==> src/rtl/core/llfd_pkg.sv <==
`timescale 1ns / 1ps
// Shared types, codes and byte tables for the laser link setup and frame decode core.
package llfd_pkg;

    // Job queue depth between front and back
    localparam int JobDepth = 4;
    localparam int JobPtrW  = $clog2(JobDepth);

    // Input opcodes
    typedef enum logic [2:0] {
        OP_RESTART = 3'd0,
        OP_TICK    = 3'd1,
        OP_TX_DONE = 3'd2,
        OP_RX_BYTE = 3'd3,
        OP_TRIGGER = 3'd4
    } t_opcode;

    // Result kinds on the output channel
    typedef enum logic [1:0] {
        RK_TX_BYTE = 2'd0,
        RK_BAUD    = 2'd1,
        RK_READING = 2'd2,
        RK_TRIGGER = 2'd3
    } t_result_kind;

    // Configuration register indexes
    typedef enum logic [2:0] {
        CFG_BAUD_ADDR   = 3'd0,
        CFG_IL_LO_ADDR  = 3'd1,
        CFG_IL_HI_ADDR  = 3'd2,
        CFG_SP_LO_ADDR  = 3'd3,
        CFG_SP_HI_ADDR  = 3'd4,
        CFG_MODE_ADDR   = 3'd5,
        CFG_FIRST_WAIT  = 3'd6,
        CFG_BAUD_WAIT   = 3'd7
    } t_cfg_index;

    // Jobs handed from front to back
    typedef enum logic [2:0] {
        JOB_WRITE   = 3'd0,
        JOB_BAUD    = 3'd1,
        JOB_CMD     = 3'd2,
        JOB_READING = 3'd3,
        JOB_TRIGGER = 3'd4
    } t_job_kind;

    // Link protocol bytes
    localparam logic [7:0] WR_HEAD0     = 8'h01;
    localparam logic [7:0] WR_HEAD1     = 8'h83;
    localparam logic [7:0] NIB_FLAG     = 8'h80;
    localparam logic [7:0] NIB_MASK     = 8'h0f;
    localparam logic [7:0] TAG_MASK     = 8'h30;
    localparam logic [7:0] BAUD_VALUE   = 8'd48;
    localparam logic [7:0] IL_LO_VALUE  = 8'h80;
    localparam logic [7:0] SP_LO_VALUE  = 8'h01;
    localparam logic [7:0] SP_HI_VALUE  = 8'h00;
    localparam logic [7:0] IL_HI_VALUE  = 8'h02;
    localparam logic [7:0] MODE_VALUE   = 8'h01;
    localparam logic [7:0] STREAM_BYTE0 = 8'h00;
    localparam logic [7:0] STREAM_BYTE1 = 8'h87;

    typedef struct packed {
        logic [7:0] baud_addr;
        logic [7:0] il_lo_addr;
        logic [7:0] il_hi_addr;
        logic [7:0] sp_lo_addr;
        logic [7:0] sp_hi_addr;
        logic [7:0] mode_addr;
        logic [6:0] first_wait;
        logic [6:0] baud_wait;
    } t_cfg;

    typedef struct packed {
        t_job_kind   kind;
        logic [7:0]  addr;
        logic [7:0]  val;
        logic [15:0] reading;
        logic [1:0]  count;
        logic        ready;
    } t_job;

    // Number of results a job expands to, minus one
    function automatic logic [2:0] job_last_idx(input t_job_kind kind);
        case (kind)
            JOB_WRITE: job_last_idx = 3'd5;
            JOB_CMD:   job_last_idx = 3'd1;
            default:   job_last_idx = 3'd0;
        endcase
    endfunction

    function automatic t_result_kind job_result_kind(input t_job_kind kind);
        case (kind)
            JOB_BAUD:    job_result_kind = RK_BAUD;
            JOB_READING: job_result_kind = RK_READING;
            JOB_TRIGGER: job_result_kind = RK_TRIGGER;
            default:     job_result_kind = RK_TX_BYTE;
        endcase
    endfunction

    // Byte sent at position idx of a job; zero for non-transmit results
    function automatic logic [7:0] job_tx_byte(input t_job_kind kind, input logic [7:0] addr,
                                              input logic [7:0] val, input logic [2:0] idx);
        logic [7:0] b;
        b = 8'h00;
        if (kind == JOB_WRITE) begin
            case (idx)
                3'd0:    b = WR_HEAD0;
                3'd1:    b = WR_HEAD1;
                3'd2:    b = NIB_FLAG | (addr & NIB_MASK);
                3'd3:    b = NIB_FLAG | {4'h0, addr[7:4]};
                3'd4:    b = NIB_FLAG | (val & NIB_MASK);
                3'd5:    b = NIB_FLAG | {4'h0, val[7:4]};
                default: b = 8'h00;
            endcase
        end else if (kind == JOB_CMD) begin
            b = (idx == 3'd0) ? STREAM_BYTE0 : STREAM_BYTE1;
        end
        return b;
    endfunction

endpackage

==> src/rtl/core/llfd_front.sv <==
`timescale 1ns / 1ps
// Front end: setup sequencer, tick counter and frame gathering; issues jobs.
module llfd_front (
    input  logic                i_clk,
    input  logic                i_rst_n,
    input  logic                i_accept,
    input  logic [2:0]          i_opcode,
    input  logic [7:0]          i_data_byte,
    input  llfd_pkg::t_cfg      i_cfg,
    output logic                o_job_push,
    output llfd_pkg::t_job      o_job
);

    // Setup sequence states
    typedef enum logic [9:0] {
        ST_IDLE       = 10'b0000000001,
        ST_WAIT_FIRST = 10'b0000000010,
        ST_WAIT_BAUD  = 10'b0000000100,
        ST_WR_SP_LO   = 10'b0000001000,
        ST_WR_SP_HI   = 10'b0000010000,
        ST_WR_IL_HI   = 10'b0000100000,
        ST_WR_MODE    = 10'b0001000000,
        ST_WR_CMD     = 10'b0010000000,
        ST_STREAM     = 10'b0100000000,
        ST_RUN        = 10'b1000000000
    } t_seq_state;

    t_seq_state  r_state, n_state;
    logic [6:0]  r_wait, n_wait;
    logic [1:0]  r_fill, n_fill;
    logic        r_ready, n_ready;
    logic [15:0] r_reading, n_reading;
    logic [1:0]  r_count, n_count;
    logic [7:0]  r_frame [3];

    logic        store_we;
    logic [7:0]  tag;
    logic        tag_match;
    llfd_pkg::t_job_kind job_kind;
    logic [7:0]  job_addr;
    logic [7:0]  job_val;
    logic        job_push;

    assign tag = i_data_byte & llfd_pkg::TAG_MASK;
    assign tag_match = ((r_frame[0] & llfd_pkg::TAG_MASK) == tag) &&
                       ((r_frame[1] & llfd_pkg::TAG_MASK) == tag) &&
                       ((r_frame[2] & llfd_pkg::TAG_MASK) == tag);

    // Decode one transaction into state updates and at most one job
    always_comb begin
        n_state   = r_state;
        n_wait    = r_wait;
        n_fill    = r_fill;
        n_ready   = r_ready;
        n_reading = r_reading;
        n_count   = r_count;
        store_we  = 1'b0;
        job_push  = 1'b0;
        job_kind  = llfd_pkg::JOB_TRIGGER;
        job_addr  = 8'h00;
        job_val   = 8'h00;
        if (i_accept) begin
            case (i_opcode)
                llfd_pkg::OP_RESTART: begin
                    n_state  = ST_WAIT_FIRST;
                    n_wait   = 7'd0;
                    n_fill   = 2'd0;
                    job_push = 1'b1;
                    job_kind = llfd_pkg::JOB_WRITE;
                    job_addr = i_cfg.baud_addr;
                    job_val  = llfd_pkg::BAUD_VALUE;
                end
                llfd_pkg::OP_TICK: begin
                    if (r_state == ST_WAIT_FIRST) begin
                        if (r_wait >= i_cfg.first_wait) begin
                            job_push = 1'b1;
                            job_kind = llfd_pkg::JOB_BAUD;
                            n_wait   = 7'd0;
                            n_state  = ST_WAIT_BAUD;
                        end else begin
                            n_wait = r_wait + 7'd1;
                        end
                    end else if (r_state == ST_WAIT_BAUD) begin
                        if (r_wait >= i_cfg.baud_wait) begin
                            job_push = 1'b1;
                            job_kind = llfd_pkg::JOB_WRITE;
                            job_addr = i_cfg.il_lo_addr;
                            job_val  = llfd_pkg::IL_LO_VALUE;
                            n_state  = ST_WR_SP_LO;
                        end else begin
                            n_wait = r_wait + 7'd1;
                        end
                    end
                end
                llfd_pkg::OP_TX_DONE: begin
                    case (r_state)
                        ST_WR_SP_LO: begin
                            job_push = 1'b1;
                            job_kind = llfd_pkg::JOB_WRITE;
                            job_addr = i_cfg.sp_lo_addr;
                            job_val  = llfd_pkg::SP_LO_VALUE;
                            n_state  = ST_WR_SP_HI;
                        end
                        ST_WR_SP_HI: begin
                            job_push = 1'b1;
                            job_kind = llfd_pkg::JOB_WRITE;
                            job_addr = i_cfg.sp_hi_addr;
                            job_val  = llfd_pkg::SP_HI_VALUE;
                            n_state  = ST_WR_IL_HI;
                        end
                        ST_WR_IL_HI: begin
                            job_push = 1'b1;
                            job_kind = llfd_pkg::JOB_WRITE;
                            job_addr = i_cfg.il_hi_addr;
                            job_val  = llfd_pkg::IL_HI_VALUE;
                            n_state  = ST_WR_MODE;
                        end
                        ST_WR_MODE: begin
                            job_push = 1'b1;
                            job_kind = llfd_pkg::JOB_WRITE;
                            job_addr = i_cfg.mode_addr;
                            job_val  = llfd_pkg::MODE_VALUE;
                            n_state  = ST_WR_CMD;
                        end
                        ST_WR_CMD: begin
                            job_push = 1'b1;
                            job_kind = llfd_pkg::JOB_CMD;
                            n_state  = ST_STREAM;
                        end
                        ST_STREAM: begin
                            n_fill  = 2'd0;
                            n_state = ST_RUN;
                        end
                        default: ;
                    endcase
                end
                llfd_pkg::OP_RX_BYTE: begin
                    if (r_state == ST_RUN) begin
                        if (r_fill != 2'd3) begin
                            store_we = 1'b1;
                            n_fill   = r_fill + 2'd1;
                        end else begin
                            n_fill = 2'd0;
                            if (tag_match) begin
                                n_reading = {i_data_byte[3:0], r_frame[2][3:0],
                                             r_frame[1][3:0], r_frame[0][3:0]};
                                n_count   = tag[5:4];
                                n_ready   = 1'b1;
                                job_push  = 1'b1;
                                job_kind  = llfd_pkg::JOB_READING;
                            end
                        end
                    end
                end
                llfd_pkg::OP_TRIGGER: begin
                    n_ready  = 1'b0;
                    n_fill   = 2'd0;
                    job_push = 1'b1;
                    job_kind = llfd_pkg::JOB_TRIGGER;
                end
                default: ;
            endcase
        end
    end

    // Job carries the held values as they stand after this transaction
    assign o_job_push    = job_push;
    assign o_job.kind    = job_kind;
    assign o_job.addr    = job_addr;
    assign o_job.val     = job_val;
    assign o_job.reading = n_reading;
    assign o_job.count   = n_count;
    assign o_job.ready   = n_ready;

    // Control state
    always_ff @(posedge i_clk) begin
        if (!i_rst_n) begin
            r_state   <= ST_IDLE;
            r_wait    <= 7'd0;
            r_fill    <= 2'd0;
            r_ready   <= 1'b0;
            r_reading <= 16'h0000;
            r_count   <= 2'd0;
        end else begin
            r_state   <= n_state;
            r_wait    <= n_wait;
            r_fill    <= n_fill;
            r_ready   <= n_ready;
            r_reading <= n_reading;
            r_count   <= n_count;
        end
    end

    // Partial frame bytes
    always_ff @(posedge i_clk) begin
        if (store_we) begin
            r_frame[r_fill] <= i_data_byte;
        end
    end

    a_trigger_clears_ready: assert property (@(posedge i_clk) disable iff (!i_rst_n)
        (i_accept && i_opcode == llfd_pkg::OP_TRIGGER) |=> (!r_ready && r_fill == 2'd0))
        else $error("trigger did not clear ready and partial frame");

    a_reading_job_sets_ready: assert property (@(posedge i_clk) disable iff (!i_rst_n)
        (job_push && job_kind == llfd_pkg::JOB_READING) |=> r_ready)
        else $error("decoded frame left ready low");

endmodule

==> src/rtl/core/llfd_jobq.sv <==
`timescale 1ns / 1ps
// Short job queue between front end and back end.
module llfd_jobq (
    input  logic                i_clk,
    input  logic                i_rst_n,
    input  logic                i_push,
    input  llfd_pkg::t_job      i_job,
    output logic                o_full,
    input  logic                i_pop,
    output logic                o_empty,
    output llfd_pkg::t_job      o_job
);

    llfd_pkg::t_job                 r_mem [llfd_pkg::JobDepth];
    logic [llfd_pkg::JobPtrW-1:0]   r_wr_ptr;
    logic [llfd_pkg::JobPtrW-1:0]   r_rd_ptr;
    logic [llfd_pkg::JobPtrW:0]     r_count;
    logic                           do_push;
    logic                           do_pop;

    assign o_full  = (r_count == (llfd_pkg::JobPtrW+1)'(llfd_pkg::JobDepth));
    assign o_empty = (r_count == '0);
    assign do_push = i_push && !o_full;
    assign do_pop  = i_pop && !o_empty;
    assign o_job   = r_mem[r_rd_ptr];

    // Pointers and fill level
    always_ff @(posedge i_clk) begin
        if (!i_rst_n) begin
            r_wr_ptr <= '0;
            r_rd_ptr <= '0;
            r_count  <= '0;
        end else begin
            if (do_push) begin
                r_wr_ptr <= r_wr_ptr + 1'b1;
            end
            if (do_pop) begin
                r_rd_ptr <= r_rd_ptr + 1'b1;
            end
            if (do_push && !do_pop) begin
                r_count <= r_count + 1'b1;
            end else if (do_pop && !do_push) begin
                r_count <= r_count - 1'b1;
            end
        end
    end

    // Entry storage
    always_ff @(posedge i_clk) begin
        if (do_push) begin
            r_mem[r_wr_ptr] <= i_job;
        end
    end

    a_count_in_range: assert property (@(posedge i_clk) disable iff (!i_rst_n)
        r_count <= (llfd_pkg::JobPtrW+1)'(llfd_pkg::JobDepth))
        else $error("job queue overfilled");

    a_push_to_empty_shows: assert property (@(posedge i_clk) disable iff (!i_rst_n)
        (do_push && o_empty) |=> !o_empty)
        else $error("job pushed into empty queue was lost");

endmodule

==> src/rtl/core/llfd_back.sv <==
`timescale 1ns / 1ps
// Back end: expands queued jobs into result transactions through an output register.
module llfd_back (
    input  logic                i_clk,
    input  logic                i_rst_n,
    input  logic                i_q_empty,
    input  llfd_pkg::t_job      i_q_job,
    output logic                o_q_pop,
    output logic                o_empty,
    input  logic                i_pop,
    output logic [1:0]          o_result_kind,
    output logic [7:0]          o_tx_byte,
    output logic                o_last_of_run,
    output logic [15:0]         o_distance_reading,
    output logic [1:0]          o_frame_count,
    output logic                o_reading_ready
);

    llfd_pkg::t_job r_job;
    logic           r_job_valid;
    logic [2:0]     r_idx;
    logic           r_out_valid;
    logic [1:0]     r_out_kind;
    logic [7:0]     r_out_byte;
    logic           r_out_last;
    logic [15:0]    r_out_reading;
    logic [1:0]     r_out_count;
    logic           r_out_ready;

    logic           out_free;
    logic           emit;
    logic           at_last;
    logic           load;

    assign out_free = !r_out_valid || i_pop;
    assign emit     = out_free && r_job_valid;
    assign at_last  = (r_idx == llfd_pkg::job_last_idx(r_job.kind));
    assign load     = !i_q_empty && (!r_job_valid || (emit && at_last));
    assign o_q_pop  = load;

    // Current job and position within it
    always_ff @(posedge i_clk) begin
        if (!i_rst_n) begin
            r_job_valid <= 1'b0;
            r_idx       <= 3'd0;
        end else if (load) begin
            r_job_valid <= 1'b1;
            r_idx       <= 3'd0;
        end else if (emit) begin
            if (at_last) begin
                r_job_valid <= 1'b0;
                r_idx       <= 3'd0;
            end else begin
                r_idx <= r_idx + 3'd1;
            end
        end
    end

    always_ff @(posedge i_clk) begin
        if (load) begin
            r_job <= i_q_job;
        end
    end

    // Output register valid
    always_ff @(posedge i_clk) begin
        if (!i_rst_n) begin
            r_out_valid <= 1'b0;
        end else if (out_free) begin
            r_out_valid <= emit;
        end
    end

    // Output register payload
    always_ff @(posedge i_clk) begin
        if (emit) begin
            r_out_kind    <= llfd_pkg::job_result_kind(r_job.kind);
            r_out_byte    <= llfd_pkg::job_tx_byte(r_job.kind, r_job.addr, r_job.val, r_idx);
            r_out_last    <= at_last;
            r_out_reading <= r_job.reading;
            r_out_count   <= r_job.count;
            r_out_ready   <= r_job.ready;
        end
    end

    assign o_empty            = !r_out_valid;
    assign o_result_kind      = r_out_kind;
    assign o_tx_byte          = r_out_byte;
    assign o_last_of_run      = r_out_last;
    assign o_distance_reading = r_out_reading;
    assign o_frame_count      = r_out_count;
    assign o_reading_ready    = r_out_ready;

    a_idx_in_job: assert property (@(posedge i_clk) disable iff (!i_rst_n)
        r_job_valid |-> (r_idx <= llfd_pkg::job_last_idx(r_job.kind)))
        else $error("result index ran past end of job");

    a_no_pop_while_busy: assert property (@(posedge i_clk) disable iff (!i_rst_n)
        (r_job_valid && !(emit && at_last)) |-> !o_q_pop)
        else $error("job taken from queue while current job unfinished");

endmodule

==> src/rtl/core/laser_link_setup_and_frame_decode_core.sv <==
`timescale 1ns / 1ps
// Top level: configuration registers, front end, job queue and back end.
//
//  Channel   Handshake                 Payload
//  input     push / full               i_opcode, i_data_byte
//  result    empty / pop               o_result_kind, o_tx_byte, o_last_of_run,
//                                      o_distance_reading, o_frame_count, o_reading_ready
//  config    i_cfg_we                  i_cfg_idx, i_cfg_data
//
//  The front end takes one input transaction per cycle while full is low and queues
//  at most one job for it. The back end turns a job into 1, 2 or 6 results, one per
//  cycle while the receiver pops; a 4-entry job queue decouples the two sides. A job
//  passes the job queue, the current-job register and the output register; full rises
//  when 4 jobs wait. Reset is synchronous, active low; no clearing pass is needed after it.
module laser_link_setup_and_frame_decode_core (
    input  logic        i_clk,
    input  logic        i_rst_n,
    input  logic        push,
    output logic        full,
    input  logic [2:0]  i_opcode,
    input  logic [7:0]  i_data_byte,
    output logic        empty,
    input  logic        pop,
    output logic [1:0]  o_result_kind,
    output logic [7:0]  o_tx_byte,
    output logic        o_last_of_run,
    output logic [15:0] o_distance_reading,
    output logic [1:0]  o_frame_count,
    output logic        o_reading_ready,
    input  logic        i_cfg_we,
    input  logic [2:0]  i_cfg_idx,
    input  logic [7:0]  i_cfg_data
);

    llfd_pkg::t_cfg r_cfg;
    llfd_pkg::t_job front_job;
    llfd_pkg::t_job q_job;
    logic           front_push;
    logic           q_full;
    logic           q_empty;
    logic           q_pop;
    logic           in_accept;

    assign in_accept = push && !q_full;
    assign full      = q_full;

    // Configuration registers
    always_ff @(posedge i_clk) begin
        if (!i_rst_n) begin
            r_cfg.baud_addr  <= 8'd0;
            r_cfg.il_lo_addr <= 8'd0;
            r_cfg.il_hi_addr <= 8'd0;
            r_cfg.sp_lo_addr <= 8'd0;
            r_cfg.sp_hi_addr <= 8'd0;
            r_cfg.mode_addr  <= 8'd0;
            r_cfg.first_wait <= 7'd10;
            r_cfg.baud_wait  <= 7'd100;
        end else if (i_cfg_we) begin
            case (i_cfg_idx)
                llfd_pkg::CFG_BAUD_ADDR:  r_cfg.baud_addr  <= i_cfg_data;
                llfd_pkg::CFG_IL_LO_ADDR: r_cfg.il_lo_addr <= i_cfg_data;
                llfd_pkg::CFG_IL_HI_ADDR: r_cfg.il_hi_addr <= i_cfg_data;
                llfd_pkg::CFG_SP_LO_ADDR: r_cfg.sp_lo_addr <= i_cfg_data;
                llfd_pkg::CFG_SP_HI_ADDR: r_cfg.sp_hi_addr <= i_cfg_data;
                llfd_pkg::CFG_MODE_ADDR:  r_cfg.mode_addr  <= i_cfg_data;
                llfd_pkg::CFG_FIRST_WAIT: r_cfg.first_wait <= i_cfg_data[6:0];
                llfd_pkg::CFG_BAUD_WAIT:  r_cfg.baud_wait  <= i_cfg_data[6:0];
                default: ;
            endcase
        end
    end

    llfd_front u_front (
        .i_clk       (i_clk),
        .i_rst_n     (i_rst_n),
        .i_accept    (in_accept),
        .i_opcode    (i_opcode),
        .i_data_byte (i_data_byte),
        .i_cfg       (r_cfg),
        .o_job_push  (front_push),
        .o_job       (front_job)
    );

    llfd_jobq u_jobq (
        .i_clk   (i_clk),
        .i_rst_n (i_rst_n),
        .i_push  (front_push),
        .i_job   (front_job),
        .o_full  (q_full),
        .i_pop   (q_pop),
        .o_empty (q_empty),
        .o_job   (q_job)
    );

    llfd_back u_back (
        .i_clk              (i_clk),
        .i_rst_n            (i_rst_n),
        .i_q_empty          (q_empty),
        .i_q_job            (q_job),
        .o_q_pop            (q_pop),
        .o_empty            (empty),
        .i_pop              (pop),
        .o_result_kind      (o_result_kind),
        .o_tx_byte          (o_tx_byte),
        .o_last_of_run      (o_last_of_run),
        .o_distance_reading (o_distance_reading),
        .o_frame_count      (o_frame_count),
        .o_reading_ready    (o_reading_ready)
    );

endmodule

==> config.mk <==
export PLATFORM = sky130hd
export DESIGN_NAME = laser_link_setup_and_frame_decode_core
export DESIGN_NICKNAME = d
export VERILOG_FILES = /design/src/rtl/core/llfd_pkg.sv /design/src/rtl/core/llfd_front.sv /design/src/rtl/core/llfd_jobq.sv /design/src/rtl/core/llfd_back.sv /design/src/rtl/core/laser_link_setup_and_frame_decode_core.sv
export SDC_FILE = /design/constraint.sdc
export NUM_CORES = 1
export LEC_CHECK = 0
export ABC_AREA = 1
export BUFFER_PORTS_ARGS = -buffer_cell sky130_fd_sc_hd__buf_4
export CORE_UTILIZATION = 66
export DETAILED_ROUTE_END_ITERATION = 8
export GPL_TIMING_DRIVEN = 1
export PLACE_DENSITY = 0.94
export SLEW_MARGIN = 20
export SYNTH_ARGS = -nofsm -noshare
export SYNTH_HDL_FRONTEND = slang
export SYNTH_SLANG_ARGS = --single-unit
==> constraint.sdc <==
create_clock -name i_clk -period 9.8 [get_ports i_clk]
set_input_delay 0.49 -clock i_clk [delete_from_list [all_inputs] [get_ports i_clk]]
set_output_delay 0.49 -clock i_clk [all_outputs]
set_load 0.1 [all_outputs]
# Word level (Yosys, flattened, before mapping)
# Memory sizes are Yosys's and may differ from the RTL's. A register that Yosys moved wholly into a read port is not among the register bits.
# Index checks and enable logic that the tools add are counted.
[totals]
reg_bits = 142
ramBits = 176
input_bits = 27
out_inout_bits = 32
elab_cells = 208
mem_count = 2
[mem_list]
columns = ["name", "words", "width", "rd", "rd_ports_with_merged_regs", "wr", "line_no", "text"]
rows = [
  ["u_jobq.r_mem", 4, 38, 1, 1, 1, "llfd_jobq.sv:14", "llfd_pkg::t_job r_mem [llfd_pkg::JobDepth];"],
  ["u_front.r_frame", 3, 8, 3, 0, 1, "llfd_front.sv:34", "logic [7:0] r_frame [3];"],
]
[classes]
add_sub_neg = 7
n_lt_le_gt_ge = 2
eq_ne = 42
n_mux = 82
bitwise_logic = 1
reduce_logical = 46
[op_table]
columns = ["op", "count"]
rows = [
  ["2-to-1 mux 8 bit", 11],
  ["2-to-1 mux 16 bit", 5],
  ["case mux 10 bit (6 select lines)", 1],
  ["case mux 8 bit (3 select lines)", 2],
  ["case mux 8 bit (6 select lines)", 1],
  ["2-to-1 mux 10 bit", 4],
  ["2-to-1 mux 3 bit", 11],
  ["case mux 8 bit (4 select lines)", 1],
  ["case mux 10 bit (3 select lines)", 1],
  ["2-to-1 mux 7 bit", 4],
  ["== test 3 bit (second input constant)", 9],
  ["== test 3 x 2 -> 1 bit (second input constant)", 8],
  ["2-to-1 mux 1 bit", 24],
  ["AND reduction 2 bit", 9],
  ["2-to-1 mux 2 bit", 8],
  ["logical NOT 3 bit", 5],
  [">= comparator 7 bit", 2],
  ["case mux 7 bit (2 select lines)", 1],
  ["== test 3 x 1 -> 1 bit (second input constant)", 4],
  ["case mux 2 bit (3 select lines)", 2],
  ["case mux 3 bit (2 select lines)", 2],
  ["case mux 3 bit (4 select lines)", 1],
  ["== test 10 bit (second input constant)", 1],
  ["== test 10 x 2 -> 1 bit (second input constant)", 1],
  ["other kinds (33)", 62],
]

# Longest topological paths before layout
# Gate-level depths: netlist (run 1).
# An unclocked memory read counts as a cell.
[logic_depth]
depth_word = 14
ltp_mapped = 19
mapped_depth_nobuf = 19

# By module
# A second synthesis (run 1) with hierarchy kept.
[unflattened]
hier_cells = 1601
area_unflattened_um2 = 15243.4
[by_module_without_submodules]
columns = ["module", "n_inst", "cells_each", "area_each_um2", "seq_area_each_um2"]
rows = [
  ["llfd_jobq", 1, 438, 6127.1, 4744.6],
  ["llfd_front", 1, 642, 4106.4, 1301.2],
  ["llfd_back", 1, 164, 2555.0, 2052.0],
  ["laser_link_setup_and_frame_decode_core", 1, 357, 2454.9, 1241.2],
]

# Least setup slack after synthesis (run 1)
# OpenSTA, ideal clock, no wires.
[synth_path]
path_kind = "register -> register"
start = "reg r_cfg[6] (netlist bit)"
end = "mem u_jobq.r_mem[0][0] (netlist bit) (enable)"
setup_ns = 0.425
arrival_time_ns = 2.902
required_ns = 9.375
setup_slack_ns = 6.473
stages_incl_launch_ff = 13
path_buffers = 0
period_less_slack_ns = 3.327
path_cell_list = "dfxtp_1 inv_1 ha_1 nand2_1 nor2_1 nand2_1 nand3_1 nand2_4 nor2_4 nor2_1 nand2_2 nand2_4 nor2_1"
[synth_between]
elab_chain_cells = 9
[synth_rtl]
columns = ["item", "line_no", "text"]
rows = [
  ["start: declaration", "laser_link_setup_and_frame_decode_core.sv:35", "llfd_pkg::t_cfg r_cfg;"],
  [">= comparator 7 bit", "llfd_front.sv:84", "if (r_wait >= i_cfg.baud_wait) begin"],
  ["2-to-1 mux 1 bit", "llfd_front.sv:84", ""],
  ["2-to-1 mux 1 bit", "llfd_front.sv:83", "end else if (r_state == ST_WAIT_BAUD) begin"],
  ["2-to-1 mux 1 bit", "llfd_front.sv:74", "if (r_state == ST_WAIT_FIRST) begin"],
  ["case mux 1 bit (4 select lines)", "llfd_front.sv:63", "case (i_opcode)"],
  ["2-to-1 mux 1 bit", "llfd_front.sv:62", "if (i_accept) begin"],
  ["logical AND 1 bit", "llfd_jobq.sv:23", "assign do_push = i_push && !o_full;"],
  ["2-to-1 mux 1 bit", "llfd_jobq.sv:50", "if (do_push) begin"],
  ["2-to-1 mux 1 bit (not written as such)", "llfd_jobq.sv:51", "r_mem[r_wr_ptr] <= i_job;"],
  ["end: declaration", "llfd_jobq.sv:14", ""],
]
# No other way between the ends.

# Worst setup path in the final report (run 1)
[layout_path]
start = "reg u_front.r_wait[0]"
end = "reg u_jobq.r_count[2] (netlist bit)"
[layout_between]
elab_chain_cells = 10
elab_cells_between_ends = 14
classes_between = "order compare (2); mux (7); reduce/logical (5)"
[layout_rtl]
columns = ["item", "line_no", "text"]
rows = [
  ["start: declaration", "llfd_front.sv:29", "logic [6:0] r_wait, n_wait;"],
  ["start signal: assignment", "llfd_front.sv:186", "r_wait <= n_wait;"],
  [">= comparator 7 bit", "llfd_front.sv:84", ""],
  ["2-to-1 mux 1 bit", "llfd_front.sv:84", ""],
  ["2-to-1 mux 1 bit", "llfd_front.sv:83", ""],
  ["2-to-1 mux 1 bit (*)", "llfd_front.sv:74", ""],
  ["case mux 1 bit (4 select lines) (*)", "llfd_front.sv:63", ""],
  ["2-to-1 mux 1 bit (*)", "llfd_front.sv:62", ""],
  ["logical AND 1 bit (*)", "llfd_jobq.sv:23", ""],
  ["via u_jobq.do_push", "llfd_jobq.sv:18", "logic do_push;"],
  ["logical NOT 1 bit", "llfd_jobq.sv:42", "end else if (do_pop && !do_push) begin"],
  ["logical AND 1 bit", "llfd_jobq.sv:42", ""],
  ["nonzero test 2 bit (no source line)", "n/a", ""],
  ["end signal: assignment", "llfd_jobq.sv:41", "r_count <= r_count + 1'b1;"],
  ["end signal: assignment", "llfd_jobq.sv:43", "r_count <= r_count - 1'b1;"],
  ["end: declaration", "llfd_jobq.sv:17", "logic [llfd_pkg::JobPtrW:0] r_count;"],
]
# Mark *: on every way through the listed nets, which the timed path passes. The rest lies on a longest branch.
# A chain may end at the register's enable or synchronous reset.

==> results_dict.tcl, run 1 <==
set metrics [dict create \
    io_pins 59 \
    postLayoutCoreUtil_pct 76.2 \
    p_int_mw 2.56 \
    synth-seq-cells 327 \
    dp_hpwl_um 18300 \
    synth-edff-count 215 \
    status "finished clean" \
    hold_buffers 0 \
    yosysTopAreaCell "edfxtp_1" \
    maxSlewViolCount 0 \
    die_h_um 145 \
    rsz0062_at_grt "false" \
    period_share_pct 34.4 \
    cts.sinks 327 \
    cp_slowest_cell "fa_1" \
    path_common_cell "inv_1" \
    postSynthAreaPerCell_um2 10.3 \
    max_freq_mhz 297 \
    clk_pin_slew_ns 0.07 \
    clk_latency_ns 0.55 \
    worst_ep_required_time_ns 10.24 \
    cts.path.max_buffers 3 \
    grt_pass1_vias 9604 \
    fin_worst_skew_ns 0.0121 \
    grt_pass1_wl_um 50100 \
    post_cts_buffers 0 \
    multi_input_area_um2 4180 \
    path_cells "inv_1 -> ha_1 -> and3_1 -> nand2_1 -> nand3_1 -> nand2_4 -> nor2_4 -> nor2_1 -> nand2_2 -> nand2_4 -> inv_1 -> ha_1 -> inv_1 -> fa_1 -> a21oi_1 -> o21ai_0 -> o21ai_0 -> a21oi_1" \
    ir_worst_vdd_mv 0.149 \
    setup_viol 0 \
    vias 10082 \
    r2r_cells 18 \
    grt_antenna_before_repair 0 \
    p_seq_share_pct 45.0 \
    hold_ws_ns 0.157 \
    first_pass_iters 6 \
    finalPower_mw 3.90 \
    yosys.cell_count.top_type "nor2_1" \
    drt-wirelength-per-cell_um 19.2 \
    drive_above_1_share_pct 11.5 \
    drc 0 \
    worst_pin_slew_ns 1.09 \
    fin_tns_setup_ns 0 \
    cts_tree "yes" \
    powerDensity_nw_per_um2 259 \
    syn_area_um2 13500 \
    min-delay-start "i_data_byte[0]" \
    synthToLayoutAreaGrowth_pct 11.7 \
    path_class "flip-flop to flip-flop" \
    fillers 1138 \
    first_iter_violations 1099 \
    seq_area_um2 8700 \
    antennaDiodeCount 0 \
    async_reset_ff_share_pct 0 \
    ys_types 49 \
    grt_overflow_total 0 \
    root_buffer "clkbuf_16" \
    switching_share_pct 34.2 \
    reg2reg_slack_ns 6.43 \
    ys_warn_count 0 \
    slew_headroom_pct 27.1 \
    gr-usage-all-layers_pct 30.2 \
    die_w_um 145 \
    cp_max_fo 9 \
    synth_commonest_cells "nor2_1 (230), edfxtp_1 (215), nand2_1 (198)" \
    coreArea_um2 19800 \
    htree_levels 1 \
    hold_path_depth 1 \
    netlist.area_leader.share_pct 47.8 \
    hold_viol_final 0 \
    drtAntennaViolNets 0 \
    final_nets 1419 \
    hold_end "u_front.r_frame[2][0]" \
    pwr-share-clk_pct 30.2 \
    switching_power_mw 1.33 \
    ys_seq_area_share_pct 64.4 \
    cts_made_buffers 30 \
    initial_core_util_pct 68.3 \
    crit_arrival_ns 3.81 \
    io_buffers 53 \
    end_kind "flip-flop" \
    reg2reg_from "u_front.r_wait[0]" \
    ys.flop_type "edfxtp_1" \
    startpoint_type "flip-flop" \
    leakage_nw 6.09 \
    post_cts_resized 0 \
    ys_top_cells_by_area "edfxtp_1 (48%), dfxtp_1 (17%), nor2_1 (6.4%)" \
    r2r_end "u_jobq.r_count[2]" \
    final.min_clock_period_ns 3.37 \
    grt_max_degree 77 \
    p_comb_share_pct 24.8 \
    synth_cells 1315 \
    cap_viol_max_count 0 \
    die_area_um2 21000 \
    hold_class "input pin to flip-flop" \
    rows 51 \
    routabilityCongestion 0.887 \
    routed_via_density 6.11 \
    cpPeakStageDelay_ns 0.44 \
    wl_um 31600 \
]
-- power by group through the flow --
stage | Clock (mW) | Sequential [mW] | Combinational (mW)
floorplan | 0 | 2.07 | 0.417
global placement | 0 | 1.77 | 0.898
detailed placement | 0 | 1.78 | 0.936
CTS | 1.17 | 1.76 | 0.958
global route | 1.23 | 1.77 | 1.02
finish | 1.18 | 1.75 | 0.966
-- metrics by stage --
step,instances,cell area [µm²],worst slack [ns]
finish,1651,15100,6.43
global route,1651,15100,6.23
CTS,1651,15100,6.53
detailed placement,1595,14100,6.49
global placement,1595,14100,6.57
floorplan,1317,13500,6.47
-- cells by family after synthesis --
| logic type | synth area share [%] |
|---|---|
| and+or+nand+nor | 16.8 |
| other | 0.0278 |
| DFF | 64.4 |
| buffers and inverters | 4.77 |
| adders and majority gates | 2.84 |
| xor gates and xnor gates | 0.519 |
| AOI/OAI and AO/OA | 10.6 |
-- routing by layer --
layer	global-route usage, %	routed length (µm)	vias up
li1	-	-	4551
met1	39.0	11700	4719
met2	51.7	15700	695
met3	4.18	3020	117
met4	11.8	1200	0
met5	0	0	-
-- worst max-delay path by stage --
stage                      startpoint                  to  slack [ns]
floorplan                    r_cfg[6]  u_jobq.r_mem[0][0]        6.47
global placement          i_opcode[2]   u_jobq.r_count[2]        6.57
detailed placement        i_opcode[2]   u_jobq.r_count[2]        6.49
CTS                 u_front.r_wait[0]   u_jobq.r_count[2]        6.53
global route        u_front.r_wait[0]   u_jobq.r_count[2]        6.23
finish              u_front.r_wait[0]   u_jobq.r_count[2]        6.43
-- area by class of cell --
class / instances / area share [%]
clock inverter: 21 / 1.26
clock buffer: 35 / 5.31
inverter: 111 / 2.77
timing repair buffer: 62 / 3.09
multi-input combinational: 830 / 27.7
sequential: 327 / 57.7
tap: 265 / 2.20
-- critical path, delay by kind of cell, from the launching register on --
kind                       cells  cell delay, ns
and+or+nand+nor                8            1.23
buffers and inverters          3            0.31
DFF                            1            0.38
adders and majority gates      3            0.87
AOI/OAI and AO/OA              4            0.46
-- cell usage in the layout, fill, tap and decap left out, types with 6 or more instances in the layout --
cell type	Yosys	layout
o22ai_1	36	36
nor2_1	230	226
xor2_1	6	6
nor2_4	8	8
clkinv_2	1	7
ha_1	29	29
nand2_1	198	198
a21oi_1	62	62
inv_2	5	6
nand2_2	12	12
dfxtp_1	112	111
nor2_2	5	9
clkbuf_16	0	31
o21ai_0	154	154
edfxtp_1	215	215
inv_1	103	101
buf_4	5	62
nand3_1	34	34
clkinv_1	2	9
nand4_1	9	9
nor3_1	8	8
-- state kept, by name (all words and copies together), names as in the netlist, 3 cells and up --
register	count
u_jobq.r_mem	136
r_cfg	62
u_back.r_job	34
u_front.r_frame	18
u_back.o_distance_reading	16
u_front.r_reading	16
u_front.r_state	10
u_front.r_wait	7
u_back.o_tx_byte	5
u_back.r_idx	3
u_jobq.r_count	3
Note: power is estimated with default switching activity, not from simulation.
==> run 2: changes to the inputs <==
- ABC_AREA: 1 -> 0
- CORE_UTILIZATION: 66 -> 61
- PLACE_DENSITY: 0.94 -> 0.88
- clock period: 9.8 -> 3.44 ns (I/O delays scaled with it)
==> results_dict.tcl, run 2 <==
set metrics [dict create \
    status "finished clean" \
    hold_path_depth 4 \
    rows 53 \
    end_kind "flip-flop" \
    startpoint_type "flip-flop" \
    max_freq_mhz 319 \
    path_class "flip-flop to flip-flop" \
    synth-edff-count 215 \
    drt-wirelength-per-cell_um 20.9 \
    ys_types 73 \
    clk_pin_slew_ns 0.06 \
    reg2reg_slack_ns 0.30 \
    async_reset_ff_share_pct 0 \
    top_regs "u_jobq.r_mem: 136 flops, r_cfg: 62 flops, u_back.r_job: 34 flops" \
    ys_warn_count 0 \
    cts.sinks 327 \
    fillers 1374 \
    min-delay-start "i_opcode[1]" \
    dp_hpwl_um 18500 \
    rsz0062_at_grt "false" \
    r2r_end "u_jobq.r_mem[1][3]" \
    path_common_cell "nand2_1" \
    cp_num_buf_inv 0 \
    synth-seq-cells 327 \
    root_buffer "clkbuf_16" \
    postSynthAreaPerCell_um2 12.5 \
    routabilityCongestion 0.889 \
    maxSlewViolCount 0 \
    setup_viol 0 \
    htree_levels 1 \
    clk_latency_ns 0.56 \
    regMostFlops "u_jobq.r_mem" \
    ir_worst_vdd_mv 0.444 \
    worst_ep_required_time_ns 3.69 \
    ys.flop_type "edfxtp_1" \
    grt_pass1_vias 8756 \
    mostFrequentLayoutCells "nand2_1 (219), edfxtp_1 (215), dfxtp_1 (111)" \
    drive_above_1_share_pct 14.8 \
    postLayoutCoreUtil_pct 71.5 \
    yosys.cell_count.top_type "nand2_1" \
    final_common_cell "nand2_1" \
    cpPeakStageDelay_ns 0.65 \
    first_pass_iters 5 \
    grt_antenna_before_repair 0 \
    crit_family "simple AND/OR/NAND/NOR gates" \
    antennaDiodeCount 0 \
    die_h_um 150 \
    wl_um 29900 \
    netlist.area_leader.share_pct 48.3 \
    path_cells "nor4_1 -> o221ai_1 -> nor3_1 -> nand2_1 -> nand2_1 -> nand2_1" \
    final.min_clock_period_ns 3.14 \
    io_buffers 53 \
    hold_end "u_front.r_fill[1]" \
    cp_max_fo 20 \
    ys_top_cells_by_area "edfxtp_1 (48%), dfxtp_1 (17%), nand2_1 (6.2%)" \
    yosysTopAreaCell "edfxtp_1" \
    fin_worst_skew_ns 0.0113 \
    syn_area_um2 13400 \
    cts_made_buffers 31 \
    coreArea_um2 21200 \
    drc 0 \
    powerDensity_nw_per_um2 704 \
    ys_seq_area_share_pct 65.1 \
    die_area_um2 22500 \
    die_w_um 150 \
    worst_pin_slew_ns 1.03 \
    grt_overflow_total 0 \
    largest_register_ffs 136 \
    hold_class "input pin to flip-flop" \
    synth_cells 1068 \
    first_iter_violations 678 \
    io_pins 59 \
    cts.path.max_buffers 3 \
    slew_headroom_pct 30.8 \
    worst_slack_ns 0.303 \
    crit_arrival_ns 3.39 \
    final_nets 1190 \
    cts_tree "yes" \
    grt_pass1_wl_um 47500 \
    fin_tns_setup_ns 0 \
    pre_cts_slack_ns 0.405 \
    routed_via_density 6.12 \
    cp_slowest_cell "nand2_1" \
    finalPower_mw 10.7 \
    synthToLayoutAreaGrowth_pct 13.6 \
    gr-usage-all-layers_pct 27.8 \
    hold_viol_final 0 \
    cap_viol_max_count 0 \
    leakage_nw 5.28 \
    initial_core_util_pct 63.0 \
    grt_max_degree 89 \
    synth_commonest_cells "nand2_1 (219), edfxtp_1 (215), dfxtp_1 (112)" \
    vias 8766 \
    reg2reg_from "u_front.r_frame[0][4]" \
    drtAntennaViolNets 0 \
    period_share_pct 91.2 \
    r2r_cells 6 \
]
run 2: changes by cell type after synthesis, sizes merged, moves of 11 or more:
cell	previous run	this run
buf	19	31
a21oi	63	103
and2	0	11
inv	108	29
o21ai	156	26
mux4	0	34
o22ai	36	1
nand3	37	20
nor2	244	48
a22oi	0	19
run 2: repair_timing:
action | CTS | global route
buffers inserted | 0 | 0
hold buffers | 16 | 0
endpoints found under the hold margin | 91 | 0
gates resized for setup | 0 | 0
run 2: layout make-up:
type / count / area, µm² / share of cell area (%)
Clock buffer: 48 / 910 / 5.99
Multi-Input combinational cell: 661 / 4320 / 28.5
Timing Repair Buffer: 83 / 701 / 4.62
Sequential cell: 327 / 8700 / 57.3
Tap cell: 275 / 344 / 2.27
Inverter: 29 / 109 / 0.717
Clock inverter: 10 / 92.6 / 0.610
run 2: how the worst max path moves through the flow:
stage                               start                  to  cells past startpoint
floorplan               u_front.r_wait[0]   u_jobq.r_count[2]                     13
global placement        u_front.r_wait[0]   u_jobq.r_count[2]                     13
detailed placement      u_front.r_wait[0]   u_jobq.r_count[2]                     13
CTS                     u_front.r_wait[0]   u_jobq.r_count[2]                     13
global route            u_front.r_wait[0]   u_jobq.r_count[2]                     13
finish              u_front.r_frame[0][4]  u_jobq.r_mem[1][3]                      6
run 2: worst register-to-register path: stages, from the launching register on:
cell and delay (ns):
edfxtp_1 0.39, nor4_1 0.34, o221ai_1 0.36, nor3_1 0.57, nand2_1 0.65, nand2_1 0.32
nand2_1 0.20
run 2: logic make-up after synthesis:
kind of cell,count (synthesis),synth area share (%)
xor gates and xnor gates,15,0.983
DFF,327,65.1
and+or+nand+nor,376,13.2
muxes,37,5.96
buffers and inverters,82,2.58
AOI/OAI and AO/OA,200,9.29
other,1,0.0281
adders and majority gates,30,2.87
run 2: power breakdown:
| part | internal, mW | switching, mW |
|---|---|---|
| sequential | 4.78 | 0.249 |
| clock | 1.90 | 1.41 |
| combinational | 0.675 | 1.68 |
run 2: stage by stage:
step | hold WS, ns | instances | area [µm²]
2_1_floorplan | 0.271 | 1070 | 13400
3_3_place_gp | 0.392 | 1359 | 14000
3_5_place_dp | 0.395 | 1359 | 14000
4_1_cts | 0.0495 | 1433 | 15200
5_1_grt | 0.0698 | 1433 | 15200
6_report | 0.0673 | 1433 | 15200
run 2: layer usage:
layer / vias to the layer above / GRT usage [%] / routed length (µm)
li1: 4027 / - / -
met1: 4285 / 34.8 / 11800
met2: 379 / 49.1 / 15400
met3: 75 / 3.75 / 1850
met4: 0 / 10.4 / 920
met5: - / 0 / 0
